`src/design/cec_pkg.sv`:
```
package cec_pkg;

    // Envelope layout
    localparam logic [63:0] ENV_BYTES = 64'd24;
    localparam logic [63:0] FNV_BASIS = 64'hCBF2_9CE4_8422_2325;

    localparam logic [7:0] MAGIC [4] = '{8'h53, 8'h57, 8'h53, 8'h54};  // "SWST"

    // Result status codes
    typedef logic [2:0] cec_status_t;
    localparam cec_status_t ST_OK       = 3'd0;
    localparam cec_status_t ST_INVALID  = 3'd1;
    localparam cec_status_t ST_LIMIT    = 3'd2;
    localparam cec_status_t ST_TRUNC    = 3'd3;
    localparam cec_status_t ST_MAGIC    = 3'd4;
    localparam cec_status_t ST_VERSION  = 3'd5;
    localparam cec_status_t ST_TRAILING = 3'd6;
    localparam cec_status_t ST_CHECKSUM = 3'd7;

    // Configuration register indexes
    localparam int CFG_INDEX_BITS = 8;
    typedef logic [CFG_INDEX_BITS-1:0] cec_cfg_index_t;
    localparam cec_cfg_index_t CFG_MAX_BYTES = 8'd0;
    localparam cec_cfg_index_t CFG_PROTOCOL  = 8'd1;

    localparam logic [31:0] MAX_BYTES_RESET = 32'd65536;
    localparam logic [15:0] PROTOCOL_RESET  = 16'd1;

    typedef struct packed {
        logic [31:0] max_bytes;
        logic [15:0] protocol;
    } cec_cfg_t;

    // Envelope fields and hash of a finished buffer
    typedef struct packed {
        logic        magic_mismatch;
        logic [15:0] protocol;
        logic [15:0] reserved;
        logic [63:0] declared_length;
        logic [63:0] stored_checksum;
        logic [63:0] hash;
    } cec_frame_t;

    // One FNV-1a 64 step; prime 0x100000001B3 as shift-adds
    function automatic logic [63:0] fnv_step(input logic [63:0] h, input logic [7:0] b);
        logic [63:0] x;
        x = h ^ {56'd0, b};
        return (x << 40) + (x << 8) + (x << 7) + (x << 5) + (x << 4) + (x << 1) + x;
    endfunction

endpackage

```
`src/design/cec_ifs.sv`:
```


interface cec_result_if;
    logic        valid;
    logic        ready;
    logic [2:0]  status;
    logic [31:0] payload_length;
    logic [63:0] payload_checksum;

    modport source (output valid, output status, output payload_length,
                    output payload_checksum, input ready);
    modport sink   (input valid, input status, input payload_length,
                    input payload_checksum, output ready);
endinterface


```
`src/design/cec_status_eval.sv`:
```
module cec_status_eval #(
    parameter int COUNT_BITS = 32
) (
    input  logic                    clk,
    input  logic                    rst_n,
    input  cec_pkg::cec_cfg_t       cfg_q,
    input  logic                    snap_valid,
    input  cec_pkg::cec_frame_t     snap,
    input  logic [COUNT_BITS-1:0]   snap_total,
    input  logic                    snap_ceiling,
    output logic                    snap_take,
    cec_result_if.source            results
);
    import cec_pkg::*;

    logic        out_valid_reg;
    cec_status_t status_reg, status_next;
    logic [31:0] length_reg, length_next;
    logic [63:0] checksum_reg, checksum_next;

    logic [63:0] maxb;
    logic [63:0] tot;
    logic [63:0] payload_bytes;
    logic        early;

    assign snap_take = snap_valid && (!out_valid_reg || results.ready);

    assign maxb          = {32'd0, cfg_q.max_bytes};
    assign tot           = {{(64-COUNT_BITS){1'b0}}, snap_total};
    assign payload_bytes = tot - ENV_BYTES;

    always_comb
    begin
        early       = 1'b0;
        status_next = ST_OK;
        if (maxb < ENV_BYTES)
        begin
            status_next = ST_INVALID;
            early       = 1'b1;
        end
        else if (tot > maxb || snap_ceiling)
        begin
            status_next = ST_LIMIT;
            early       = 1'b1;
        end
        else if (tot < ENV_BYTES)
        begin
            status_next = ST_TRUNC;
            early       = 1'b1;
        end
        else if (snap.magic_mismatch)
            status_next = ST_MAGIC;
        else if (snap.declared_length > maxb - ENV_BYTES)
            status_next = ST_LIMIT;
        else if (snap.protocol != cfg_q.protocol)
            status_next = ST_VERSION;
        else if (snap.reserved != 16'd0)
            status_next = ST_INVALID;
        else if (snap.declared_length > payload_bytes)
            status_next = ST_TRUNC;
        else if (snap.declared_length < payload_bytes)
            status_next = ST_TRAILING;
        else if (snap.hash != snap.stored_checksum)
            status_next = ST_CHECKSUM;

        if (early)
        begin
            length_next   = 32'd0;
            checksum_next = 64'd0;
        end
        else
        begin
            length_next   = (snap.declared_length[63:32] != 32'd0) ? 32'hFFFF_FFFF
                                                                   : snap.declared_length[31:0];
            checksum_next = snap.hash;
        end
    end

    always_ff @(posedge clk or negedge rst_n)
    begin
        if (!rst_n)
            out_valid_reg <= 1'b0;
        else if (snap_take)
            out_valid_reg <= 1'b1;
        else if (results.ready)
            out_valid_reg <= 1'b0;
    end

    always_ff @(posedge clk)
    begin
        if (snap_take)
        begin
            status_reg   <= status_next;
            length_reg   <= length_next;
            checksum_reg <= checksum_next;
        end
    end

    assign results.valid            = out_valid_reg;
    assign results.status           = status_reg;
    assign results.payload_length   = length_reg;
    assign results.payload_checksum = checksum_reg;

endmodule

```
`src/flat_wrapper.sv`:
```
// flat-port wrapper written by rule: the top's interface ports become plain ports
module cec_status_eval_flat import cec_pkg::*;
#(
    parameter int COUNT_BITS = 32
)
  (clk, rst_n, cfg_q, snap_valid, snap, snap_total, snap_ceiling, snap_take, results_valid, results_status, results_payload_length, results_payload_checksum, results_ready);
  cec_result_if results_i ();
  input  logic clk;
  input  logic rst_n;
  input  cec_pkg::cec_cfg_t cfg_q;
  input  logic snap_valid;
  input  cec_pkg::cec_frame_t snap;
  input  logic [COUNT_BITS-1:0] snap_total;
  input  logic snap_ceiling;
  output logic snap_take;
  output wire logic [$bits(results_i.valid)-1:0] results_valid;
  output wire logic [$bits(results_i.status)-1:0] results_status;
  output wire logic [$bits(results_i.payload_length)-1:0] results_payload_length;
  output wire logic [$bits(results_i.payload_checksum)-1:0] results_payload_checksum;
  input wire logic [$bits(results_i.ready)-1:0] results_ready;
  assign results_valid = results_i.valid;
  assign results_status = results_i.status;
  assign results_payload_length = results_i.payload_length;
  assign results_payload_checksum = results_i.payload_checksum;
  assign results_i.ready = results_ready;
  cec_status_eval #(.COUNT_BITS(COUNT_BITS)) u_core (.clk(clk), .rst_n(rst_n), .cfg_q(cfg_q), .snap_valid(snap_valid), .snap(snap), .snap_total(snap_total), .snap_ceiling(snap_ceiling), .snap_take(snap_take), .results(results_i));
endmodule
```
`config.mk`:
```
export PLATFORM = sky130hd
export DESIGN_NAME = cec_status_eval_flat
export DESIGN_NICKNAME = d
export VERILOG_FILES = /design/src/design/cec_pkg.sv /design/src/design/cec_ifs.sv /design/src/design/cec_status_eval.sv /design/src/flat_wrapper.sv
export SDC_FILE = /design/constraint.sdc
export NUM_CORES = 1
export LEC_CHECK = 0
export BUFFER_PORTS_ARGS = -buffer_cell sky130_fd_sc_hd__buf_2
export CAP_MARGIN = 40
export CELL_PAD_IN_SITES_DETAIL_PLACEMENT = 2
export CELL_PAD_IN_SITES_GLOBAL_PLACEMENT = 2
export CORE_UTILIZATION = 28
export CTS_CLUSTER_DIAMETER = 50
export DETAILED_ROUTE_END_ITERATION = 10
export PLACE_DENSITY_LB_ADDON = 0.1
export SETUP_SLACK_MARGIN = 0.3
export SLEW_MARGIN = 25
export SYNTH_ARGS = -nofsm -noshare
export SYNTH_HDL_FRONTEND = slang
export SYNTH_SLANG_ARGS = --single-unit
```
`constraint.sdc`:
```
create_clock -name clk -period 4.8 [get_ports clk]
set_input_delay 0.72 -clock clk [delete_from_list [all_inputs] [get_ports clk]]
set_output_delay 0.72 -clock clk [all_outputs]
set_load 0.02 [all_outputs]
```
* Yosys cells after proc, flatten, opt, wreduce, memory -nomap -nowiden *
Cells that the tools add are included.

word-level totals
  input port bits = 310
  word-level logic and storage cells = 38
  register bits = 100

operators by class
  $lt $le $gt $ge = 6
  reduce and logical (&&, ||, !) cells = 8
  eq/ne operators = 2
  mux-type cells = 15
  $add $sub $neg = 2

operators by type and width
  cell                   number
  $gt 64x64->1           2
  $sub 32x5->33 const B  2
  $lt 32x5->1 const B    2
  $lt 64x64->1           1
  $ne 64x64->1           1
  $gt 32x32->1           1
  $mux 32                1
  $reduce_bool 32->1     1
  $mux 3                 7
  $ne 16x16->1           1
  $reduce_bool 16->1     1
  $mux 1                 5
  $mux 2                 2
  $reduce_or 3->1        1
  $logic_or 1x1->1       2
  $reduce_bool 2->1      1
  $logic_and 1x1->1      1
  $logic_not 1->1        1

* Depth between registers and ports, before layout *
Gate-level depths: netlist of the first run.

  word-level depth = 10
  depth in mapped cells = 18
  mapped depth without buffers = 17

* Least setup slack after synthesis of the first run *
OpenSTA, ideal clock, no wires.

  path type = in2reg
  start point = input snap_total[3]
  end point = register u_core.status_reg[2], in the netlist u_core.results.status[2] (data pin)
  library setup time = 259 ps
  required time = 4,541 ps
  stages = 13
  arrival = 4,765 ps
  buffers on the path = 0
  slack = -224 ps
  cell sequence = a2111oi_0 and3_1 and3_1 nand3_1 ha_1 nand4_1 nor4_1 nand2_1 o311ai_0 a21oi_1 a21oi_1 and4bb_2 a211o_1

between the ends
  longest elaborated chain between the ends = 8
  elaborated cells between the ends (all ways) = 13
  those cells by class = add/sub: 1; order compare: 4; mux: 6; reduce/logical: 2

ends and longest elaborated chain
  item                  line                   source
  from (decl)           flat_wrapper.sv:13     input logic [COUNT_BITS-1:0] snap_total;
  $sub 32x5->33         cec_status_eval.sv:30  assign payload_bytes = tot - ENV_BYTES;
  $lt 64x64->1          cec_status_eval.sv:61  else if (snap.declared_length < payload_bytes)
  $mux 3                cec_status_eval.sv:61
  $mux 3                cec_status_eval.sv:59  else if (snap.declared_length > payload_bytes)
  $mux 3                cec_status_eval.sv:57  else if (snap.reserved != 16'd0)
  $mux 3                cec_status_eval.sv:55  else if (snap.protocol != cfg_q.protocol)
  $mux 3                cec_status_eval.sv:53  else if (snap.declared_length > maxb - ENV_BYTES)
  $mux 3                cec_status_eval.sv:51  else if (snap.magic_mismatch)
  to (signal assigned)  cec_status_eval.sv:93  status_reg <= status_next;
  to (decl)             cec_status_eval.sv:17  cec_status_t status_reg, status_next;

Several ways; a longest one is shown, not always the timed one.
A chain may end at the register's enable or synchronous reset.

* Final worst setup path of the first run *
  start point = input cfg_q[20] (netlist bit)
  end point = register u_core.status_reg[2], in the netlist u_core.results.status[2] (data pin)

between the ends
  longest elaborated chain between the ends = 4
  elaborated cells between the ends (all ways) = 8
  those cells by class = add/sub: 1; order compare: 3; mux: 2; reduce/logical: 2

ends and longest elaborated chain
  item           line                   source
  from (decl)    flat_wrapper.sv:10     input cec_pkg::cec_cfg_t cfg_q;
  $sub 32x5->33  cec_status_eval.sv:53
  $gt 64x64->1   cec_status_eval.sv:53
  $mux 3         cec_status_eval.sv:53
  $mux 3         cec_status_eval.sv:51

Several ways; a longest one is shown, not always the timed one.

==> run_results.csv, run 1 <==
group,metric,value,unit
logic_synthesis,syn_inst,970,
setup_path,setup.worst_path.end_class,"register",
sta,max_clock_freq,0.231,GHz
logic_synthesis,syn-num-nets,1442,
pwr,leakagePower,5.69,nW
layout,final_area,13100,um2
sta,setup_viol,0,
pwr,power.total,2.68,mW
worst_hold_path,hp-class,"in2async",
clocking,insertion_delay,0.38,ns
setup_path,worstPathMaxFanout,6,
clocking,cts.htree.levels,3,
logic_synthesis,ys_warn_count,0,
setup_path,required,4.93,ns
route,met1Wirelength,16.3,mm
global_routing,grt_pass1_vias,10200,
placed_design,dp_hpwl,35.4,mm
setup_path,worstSetupPathType,"in2reg",
global_routing,antenna_found_initial,15,
floorplan,ioPinCount,411,
route,firstDrtPassIters,4,
floorplan,die_width,186,um
layout,final_nets,1910,
clocking,ctsRootBufferMaster,"clkbuf_16",
sta,finalClockSkew,0.00543,ns
sta,finalSetupTns,0,ns
clocking,cts_tree,"yes",
floorplan,core-area,32900,um2
layout,largest_register_ffs,64,
layout,final_cell_mix,"buf_2 (410), ha_1 (154), xnor2_1 (119)",
layout,layout_commonest_cell,"buf_2",
global_routing,globalRouteTotalUtil,0.229,
clocking,cts_buffers,9,
pwr,intPower,1.77,mW
sta,hold_viol,0,
floorplan,start_util,0.287,
setup_path,worst_ep_arrival_time,4.47,ns
sta,worst_pin_slew,0.820,ns
placed_design,routabilityCongestion,0.836,
clocking,clock-sinks,100,
layout,drive_above_1_share,0.368,
setup_path,cp_common_cell,"nand4_1",
logic_synthesis,synthesis.area,9440,um2
route,post-route-drc-count,0,
run_status,status,"finished, final reports clean",
logic_synthesis,async_flop_share,0.0100,
sta,post-route-period-util,0.903,
global_routing,grt_max_degree,62,
sta,fin_ws,0.466,ns
setup_path,cp_slowest_stage_delay,0.51,ns
flow_run,cap_violations,0,
logic_synthesis,synth_area_leaders,"edfxtp_1 (31%), ha_1 (21%), xnor2_1 (11%)",
logic_synthesis,synth_edf_count,99,
setup_path,reg2reg_from,"u_core.results.valid",
logic_synthesis,synth.avg_cell_area,9.73,um2
floorplan,die_y,186,um
route,met3_length,2.33,mm
placed_design,dp_slack,-0.199,ns
pwr,pwr-share-clk,0.281,
global_routing,grt_pass1_wl,58.0,mm
layout,fin_util,0.398,
sta,finalMaxSlewViolations,0,
setup_path,cp_slowest_cell,"or4_4",
setup_path,cp_cell_sequence,"buf_2 -> a21oi_2 -> and3_4 -> nand2_1 -> or4_4 -> nand2b_4 -> nor2_4 -> buf_12 -> nand2_8 -> ha_1 -> nand4_1 -> nor4_2 -> buf_4 -> nand4_1 -> a32oi_1 -> a221oi_1 -> a21oi_1 -> and4bb_2 -> a211o_1",
setup_path,cp-start-kind,"input pin",
route,met2_length,21.6,mm
global_routing,grt_overflow,0,
placed_design,place_area,12400,um2
floorplan,fp.dieArea,34400,um2
logic_synthesis,synthDistinctLibCells,53,
sta,rsz0062_at_grt,"false",
pwr,peakVddDrop,0.163,mV
logic_synthesis,synth-seq-cells,100,
floorplan,fp-row-count,66,
logic_synthesis,synth_seq_area_share,0.318,
setup_path,r2r_slack,3.11,ns
clocking,clk_path_buf_depth,2,
route,wl,41.0,mm
route,vias,9440,
logic_synthesis,synth.top_cell.area_share,0.315,
logic_synthesis,synth_ff_type,"edfxtp_1",
route,drt_iter0_markers,278,
layout,syn_to_final_growth,38.7,%
setup_path,rr_worst_depth,3,
pwr,netSwitchingPower,0.904,mW
sta,period_needed,4.33,ns
sta,slew_headroom,0.453,
route,wire_per_inst,21.6,um
route,via_per_inst,4.98,
route,topRoutingLayerUsed,"met5",
clocking,clkTransAtPathRegs,0.08,ns
placed_design,portBuffers,410,
pwr,power.density,205,nW/um2
route,antenna_left,0,
pwr,power_frac_seq,0.391,
logic_synthesis,yosysTopAreaCell,"edfxtp_1",
pwr,pwr-share-comb,0.328,
pwr,swShare,0.338,
clocking,hold_buffers,0,
setup_path,r2r_end,"u_core.results.payload_length[11]",
## cell type report
cell class | count | area, um2
antenna | 11 | 27.5
tap | 442 | 553
clock inverter | 7 | 67.6
multi-input combinational | 813 | 6490
inverter | 44 | 165
fill | 3861 | 19800
sequential | 100 | 3000
timing repair buffer | 470 | 2570
clock buffer | 9 | 225
## cells by family after synthesis
logic type,after synthesis,synth area share
adder cells (fa/ha/maj),162,0.215
buffers and inverters,59,0.0296
AO/OA/AOI/OAI,181,0.122
flip-flops,100,0.318
AND/OR/NAND/NOR,341,0.198
XOR/XNOR,127,0.118
## through the flow
stage          hold slack (ns)  instances
2_1_floorplan            0.424        970
5_1_grt                 0.0856       1890
3_3_place_gp             0.496       1862
4_1_cts                 0.0809       1879
6_report                 0.102       1896
3_5_place_dp             0.496       1863
## how the worst max path moves through the flow
stage	start	end	slack, ns	cells after the start
3_3_place_gp	cfg_q[20]	u_core.results.status[1]	-0.13	19
5_1_grt	cfg_q[20]	u_core.results.status[2]	0.23	19
6_report	cfg_q[20]	u_core.results.status[2]	0.47	19
2_1_floorplan	cfg_q[20]	u_core.results.status[2]	0.30	17
4_1_cts	cfg_q[24]	u_core.results.status[2]	0.31	18
3_5_place_dp	cfg_q[20]	u_core.results.status[1]	-0.20	19
## power groups by stage
stage | Combinational [mW] | Clock [mW] | Sequential (mW)
after detailed placement | 0.873 | 0 | 1.07
after floorplan | 0.384 | 0 | 1.15
after global routing | 0.972 | 0.807 | 1.05
after CTS | 0.881 | 0.786 | 1.05
final | 0.878 | 0.753 | 1.05
after global placement | 0.845 | 0 | 1.07
## timing repair
item / in CTS / in global routing
cloned: 0 / 2
setup buffers: 0 / 4
setup endpoints to repair: 3 / 3
gates resized for setup: 4 / 39
pin swaps: 2 / 14
## routing by layer
layer / vias up / track usage
li1: 4607 / -
met1: 4544 / 0.256
met2: 242 / 0.429
met3: 39 / 0.0540
met4: 8 / 0.0610
met5: - / 0
## critical path, delay by kind of cell
kind / cells / cell delay [ns]
and+or+nand+nor: 10 / 2.05
AOI/OAI and AO/OA: 5 / 0.91
buffers and inverters: 3 / 0.44
adders and majority gates: 1 / 0.32
## cells in the mapped netlist (2+ instances only)
cell type,n
a21oi_1,72
clkbuf_1,10
buf_12,3
xnor2_1,119
nand2_1,53
a211oi_1,5
or2_2,2
nand4_1,63
inv_1,44
nand3_1,19
ha_1,162
a221oi_1,7
o21a_1,37
nor2b_1,3
a21o_1,8
edfxtp_1,99
o211a_1,2
or3_1,7
nand2b_1,6
o21ai_0,27
or4_1,6
and2_1,71
nor4b_1,2
xor2_1,8
nor4_1,32
nor3_1,25
o311ai_0,2
a2111oi_0,2
and3_1,5
o21bai_1,2
o211ai_1,2
a211o_1,3
nor2_1,42
Note: power is estimated with default switching activity, not from simulation.
==> run 2, diff against run 1 <==
ABC_AREA = 1   (was unset)
CORE_UTILIZATION = 27   (was 28)
CTS_CLUSTER_DIAMETER = unset   (was 50)
RECOVER_POWER = 25   (was unset)
==> run 2 against run 1 <==
Net effect: the flow now finishes with violations (capacitance limit, slew limit); power down 1.4%; via count up 7.6%; critical endpoint is now snap_take; final cell count up 13%; worst setup slack better by 0.10 ns; critical path depth down 14; synthesized cell count up 29%; die area up 9.2%; highest routed layer unchanged; register-to-register slack worse by 2.3 ns; critical path type is now in2out; area after synthesis up 5.4%; global-route usage down 1.6 points; sequential power about the same; sequential share of layout area up 0.21 points.
==> run_results.csv, run 2 <==
group,metric,value,unit
run_status,status,"finished with violations",
run_status,failed_checks,"capacitance limit, slew limit",
layout,largest_register_ffs,64,
layout,final_cell_mix,"buf_2 (384), nand2_1 (202), nor2_1 (199)",
global_routing,grt_pass1_vias,11200,
global_routing,grt_max_degree,53,
sta,finalSetupTns,0,ns
sta,finalMaxSlewViolations,50,
placed_design,place_area,12600,um2
sta,finalClockSkew,0.0127,ns
logic_synthesis,synth.top_cell.area_share,0.299,
route,via_per_inst,4.74,
logic_synthesis,syn_inst,1247,
pwr,peakVddDrop,0.138,mV
logic_synthesis,synth_edf_count,99,
route,antenna_left,0,
floorplan,die_width,194,um
floorplan,ioPinCount,411,
sta,worst_pin_slew,2.94,ns
clocking,hold_buffers,0,
logic_synthesis,synth_seq_area_share,0.301,
layout,seq_area,3000,um2
worst_hold_path,hp-class,"in2async",
logic_synthesis,synth_area_leaders,"edfxtp_1 (30%), ha_1 (20%), xor2_1 (8.1%)",
layout,syn_to_final_growth,30.4,%
clocking,clock-sinks,100,
sta,period_needed,4.23,ns
setup_path,worstSetupPathType,"in2out",
layout,final_area,13000,um2
route,vias,10200,
floorplan,die_y,194,um
clocking,cts.htree.levels,3,
route,firstDrtPassIters,4,
placed_design,place_inst,2119,
setup_path,worst_ep_arrival_time,3.51,ns
sta,setup_viol,0,
clocking,clkTransAtPathRegs,0.08,ns
sta,rsz0062_at_grt,"false",
flow_run,cap_violations,1,
logic_synthesis,synthesis.area,9940,um2
logic_synthesis,synthDistinctLibCells,37,
route,post-route-drc-count,0,
floorplan,start_util,0.277,
layout,instances_no_fill,2144,
logic_synthesis,synth-seq-cells,100,
floorplan,fp.dieArea,37600,um2
global_routing,antenna_found_initial,9,
setup_path,cp-start-kind,"input pin",
sta,fin_ws,0.566,ns
floorplan,fp-row-count,69,
sta,max_clock_freq,0.236,GHz
sta,slew_headroom,-0.961,
global_routing,grt_overflow,0,
setup_path,required,4.08,ns
route,wire_per_inst,18.7,um
pwr,power.density,204,nW/um2
pwr,power.total,2.64,mW
setup_path,worstPathMaxFanout,49,
layout,drive_above_1_share,0.278,
sta,hold_viol,0,
logic_synthesis,yosysMostFrequentCell,"nor2_1",
placed_design,dp_slack,-0.184,ns
clocking,clk_path_buf_depth,2,
route,wl,40.1,mm
layout,n_fill_cell,4242,
logic_synthesis,ys_warn_count,0,
setup_path,setup.worst_path.end_class,"primary output",
placed_design,portBuffers,410,
global_routing,grt_pass1_wl,61.7,mm
placed_design,routabilityCongestion,0.798,
layout,final_nets,2144,
clocking,cts_buffers,9,
layout,multi_input_area,6310,um2
logic_synthesis,synth.avg_cell_area,7.97,um2
clocking,insertion_delay,0.37,ns
sta,post-route-period-util,0.882,
logic_synthesis,synth_ff_type,"edfxtp_1",
floorplan,core-area,35900,um2
route,drt_iter0_markers,194,
logic_synthesis,async_flop_share,0.0100,
logic_synthesis,syn-num-nets,1719,
layout,layout_commonest_cell,"buf_2",
logic_synthesis,yosysTopAreaCell,"edfxtp_1",
pwr,leakagePower,6.42,nW
global_routing,globalRouteTotalUtil,0.212,
clocking,cts_tree,"yes",
clocking,ctsRootBufferMaster,"clkbuf_16",
logic_synthesis,synth_common_cells,"nor2_1 (205), nand2_1 (204), ha_1 (162)",
placed_design,dp_hpwl,34.7,mm
-- run 2: worst paths after layout --
path / slack [ns] / endpoint / start / depth (start not counted)
worst max-delay path: 0.57 / snap_take / snap_valid / 5
worst min-delay path: 0.12 / u_core.results.valid / rst_n / 1
worst max register to register: 0.84 / u_core.results.payload_checksum[56] / u_core.results.valid / 3
worst min register to register: 0.60 / u_core.results.valid / u_core.results.valid / 2
max in group asynchronous: 4.59 / u_core.results.valid / rst_n / 1
min in group clk: 0.60 / u_core.results.valid / u_core.results.valid / 2
-- run 2: critical path, cell delays in order --
cell and delay (ns):
buf_2 0.08, inv_1 0.07, a21oi_4 0.10, clkbuf_1 2.07, buf_2 0.46
-- run 2: per-layer routing --
metal,global-route usage,up-vias,part of all wire
met5,0,-,0.0012
met4,0.0441,8,0.014
met3,0.0428,30,0.049
met2,0.410,260,0.53
met1,0.238,4850,0.41
li1,-,5009,-
-- run 2: power by group --
part           switching (mW)  leakage (nW)  total, mW  internal (mW)
logic                   0.518          5.29      0.841          0.322
registers              0.0162         0.987       1.05           1.03
clock network           0.389         0.139      0.750          0.361
-- run 2: what timing repair did --
action / CTS / global route
setup endpoints to repair: 2 / 3
setup buffers: 0 / 3
gates cloned: 0 / 0
resized for setup: 1 / 14
pin swaps: 0 / 3
-- run 2: final cells by class --
type | instances | share of cell area
Clock inverter | 7 | 0.00424
Clock buffer | 9 | 0.0174
Inverter | 160 | 0.0463
Timing Repair Buffer | 430 | 0.169
Antenna cell | 6 | 0.00116
Tap cell | 461 | 0.0445
Sequential cell | 100 | 0.231
Multi-Input combinational cell | 971 | 0.486
-- run 2: kinds of logic (layout without fill, tap and decap cells) --
group | Yosys count | in the layout | share of synthesized area
XOR/XNOR | 124 | 124 | 0.109
buffers and inverters | 176 | 606 | 0.0713
other | 0 | 6 | 0
flip-flops | 100 | 100 | 0.301
adder cells (fa/ha/maj) | 162 | 162 | 0.204
AO/OA/AOI/OAI | 126 | 126 | 0.0673
AND/OR/NAND/NOR | 559 | 559 | 0.247
-- run 2: per-stage QoR --
stage	hold slack, ns	utilization
4_1_cts	0.0964	0.360
3_3_place_gp	0.495	0.352
6_report	0.121	0.361
2_1_floorplan	0.424	-
3_5_place_dp	0.498	0.352
5_1_grt	0.100	0.361
==> run 3, diff against run 2 <==
RECOVER_POWER = unset   (was 25)
==> run 3 against run 2 <==
Net effect: the run now ends clean; critical path type is now in2reg; wire length about the same; clock skew barely moved; core utilization grew 0.10 points; die area stayed put; final cell count stayed put; register-to-register slack improved by 1.7 ns; via count is essentially flat; first-iteration DRC count is 0.52% lower; design area up 0.28%; highest routed layer unchanged; sequential share of layout area down 0.065 points; worst setup slack improved by 0.14 ns.
==> run_results.csv, run 3 (synthesis results as in run 2) <==
group,metric,value,unit
run_status,status,"finished, final reports clean",
layout,fin_util,0.362,
pwr,power_frac_seq,0.397,
global_routing,globalRouteTotalUtil,0.212,
setup_path,required,4.92,ns
global_routing,grt_pass1_wl,61.7,mm
sta,period_needed,4.09,ns
route,antenna_left,0,
clocking,cts_buffers,9,
floorplan,fp.dieArea,37600,um2
clocking,clock-sinks,100,
global_routing,grt_pass1_vias,11200,
clocking,clkTransAtPathRegs,0.09,ns
flow_run,cap_violations,0,
sta,finalSetupTns,0,ns
route,post-route-drc-count,0,
floorplan,start_util,0.277,
route,via_per_inst,4.73,
pwr,leakagePower,6.50,nW
sta,worst_pin_slew,0.745,ns
layout,final_area,13000,um2
worst_hold_path,hp-class,"in2async",
setup_path,cp_common_cell,"nand2_1",
setup_path,cp-start-kind,"input pin",
pwr,power.density,203,nW/um2
placed_design,place_area,12600,um2
sta,max_clock_freq,0.244,GHz
layout,n_fill_cell,4227,
clocking,cts_tree,"yes",
sta,fin_ws,0.707,ns
setup_path,cp_slowest_stage_delay,0.34,ns
setup_path,cp_slowest_cell,"ha_1",
sta,setup_viol,0,
route,wl,40.1,mm
clocking,cts.htree.levels,3,
sta,hold_viol,0,
pwr,pwr-share-comb,0.320,
sta,finalClockSkew,0.0129,ns
layout,drive_above_1_share,0.294,
floorplan,core-area,35900,um2
layout,layout_commonest_cell,"buf_2",
layout,multi_input_area,6310,um2
setup_path,cp_cell_sequence,"buf_2 -> a21oi_1 -> nand2_1 -> nor2_2 -> nand2_1 -> nor3_2 -> nand2_2 -> nor2_4 -> nand2_1 -> nor2_2 -> nand3_1 -> buf_12 -> ha_1 -> nand4_1 -> nor3_2 -> nand4_1 -> inv_2 -> nand3b_1 -> nor2_1 -> nand2_1 -> nand2_1 -> nand2_1 -> nand2_1 -> a21oi_1",
setup_path,r2r_slack,2.51,ns
placed_design,routabilityCongestion,0.798,
pwr,pwr-share-clk,0.284,
setup_path,worstSetupPathType,"in2reg",
layout,largest_register_ffs,64,
placed_design,portBuffers,410,
sta,post-route-period-util,0.853,
setup_path,reg2reg_from,"u_core.results.valid",
floorplan,ioPinCount,411,
floorplan,fp-row-count,69,
route,wire_per_inst,18.7,um
sta,rsz0062_at_grt,"false",
floorplan,die_y,194,um
route,drt_iter0_markers,193,
floorplan,die_width,194,um
clocking,insertion_delay,0.37,ns
setup_path,worstPathMaxFanout,32,
global_routing,antenna_found_initial,9,
layout,final_cell_mix,"buf_2 (410), nand2_1 (202), nor2_1 (199)",
setup_path,rr_worst_depth,3,
pwr,netSwitchingPower,0.923,mW
layout,final_nets,2144,
clocking,ctsRootBufferMaster,"clkbuf_16",
setup_path,worst_ep_arrival_time,4.22,ns
pwr,peakVddDrop,0.138,mV
pwr,intPower,1.72,mW
global_routing,grt_max_degree,53,
layout,seq_area,3000,um2
sta,finalMaxSlewViolations,0,
sta,slew_headroom,0.503,
clocking,clk_path_buf_depth,2,
pwr,swShare,0.349,
setup_path,r2r_end,"u_core.results.payload_checksum[56]",
sta,holdWs,0.122,ns
layout,syn_to_final_growth,30.8,%
setup_path,setup.worst_path.end_class,"register",
global_routing,grt_overflow,0,
placed_design,dp_slack,-0.184,ns
route,vias,10200,
route,firstDrtPassIters,5,
placed_design,dp_hpwl,34.7,mm
run 3: cell count changes in the layout (fill, tap and decap cells not counted), sizes merged:
| cell | delta |
|---|---|
| clkbuf | -27 |
| buf | +27 |
run 3: worst max-delay path by stage:
stage	start	to	slack, ns	depth (start not counted)
floorplan	results_ready	snap_take	0.31	2
global placement	cfg_q[21]	u_core.results.status[1]	0.01	23
detailed placement	cfg_q[21]	u_core.results.status[0]	-0.18	22
CTS	cfg_q[21]	u_core.results.status[0]	0.38	22
global route	cfg_q[19]	u_core.results.status[1]	0.30	25
finish	snap_total[3]	u_core.results.status[1]	0.71	24
run 3: worst max-delay path: cells and delay by family:
family	cells	cell delay, ns
adders and majority gates	1	0.34
buffers and inverters	3	0.45
and+or+nand+nor	18	2.42
AOI/OAI and AO/OA	2	0.26
run 3: metrics by stage:
step           std cells  power, mW
2_1_floorplan       1247       1.53
3_3_place_gp        2119       1.89
4_1_cts             2135       2.70
3_5_place_dp        2119       1.93
6_report            2144       2.64
5_1_grt             2140       2.81
run 3: routing by layer:
metal  routed length [um]  track usage  part of all wire  vias to the layer above
met5                   57            0            0.0014                        -
met4                  535       0.0441             0.013                        8
met3                 1980       0.0428             0.049                       29
met2                21100        0.410              0.53                      263
met1                16400        0.238              0.41                     4841
li1                     -            -                 -                     5009
run 3: cell type report:
cell class	instances	area share
multi-input combinational	971	0.485
tap	461	0.0443
sequential	100	0.230
inverter	160	0.0462
timing repair buffer	430	0.171
clock inverter	7	0.00423
clock buffer	9	0.0173
antenna	6	0.00115
run 3: power by group through the flow:
stage	registers [mW]	clock network, mW	logic (mW)
floorplan	1.14	0	0.387
global placement	1.07	0	0.830
detailed placement	1.07	0	0.860
CTS	1.05	0.788	0.864
global route	1.05	0.803	0.954
finish	1.05	0.750	0.845
run 3: what timing repair did:
action	in CTS	in global routing
endpoints found under the setup margin	2	3
buffers inserted	0	3
resized for setup	1	14
pin swaps	0	3
hold buffers	0	0
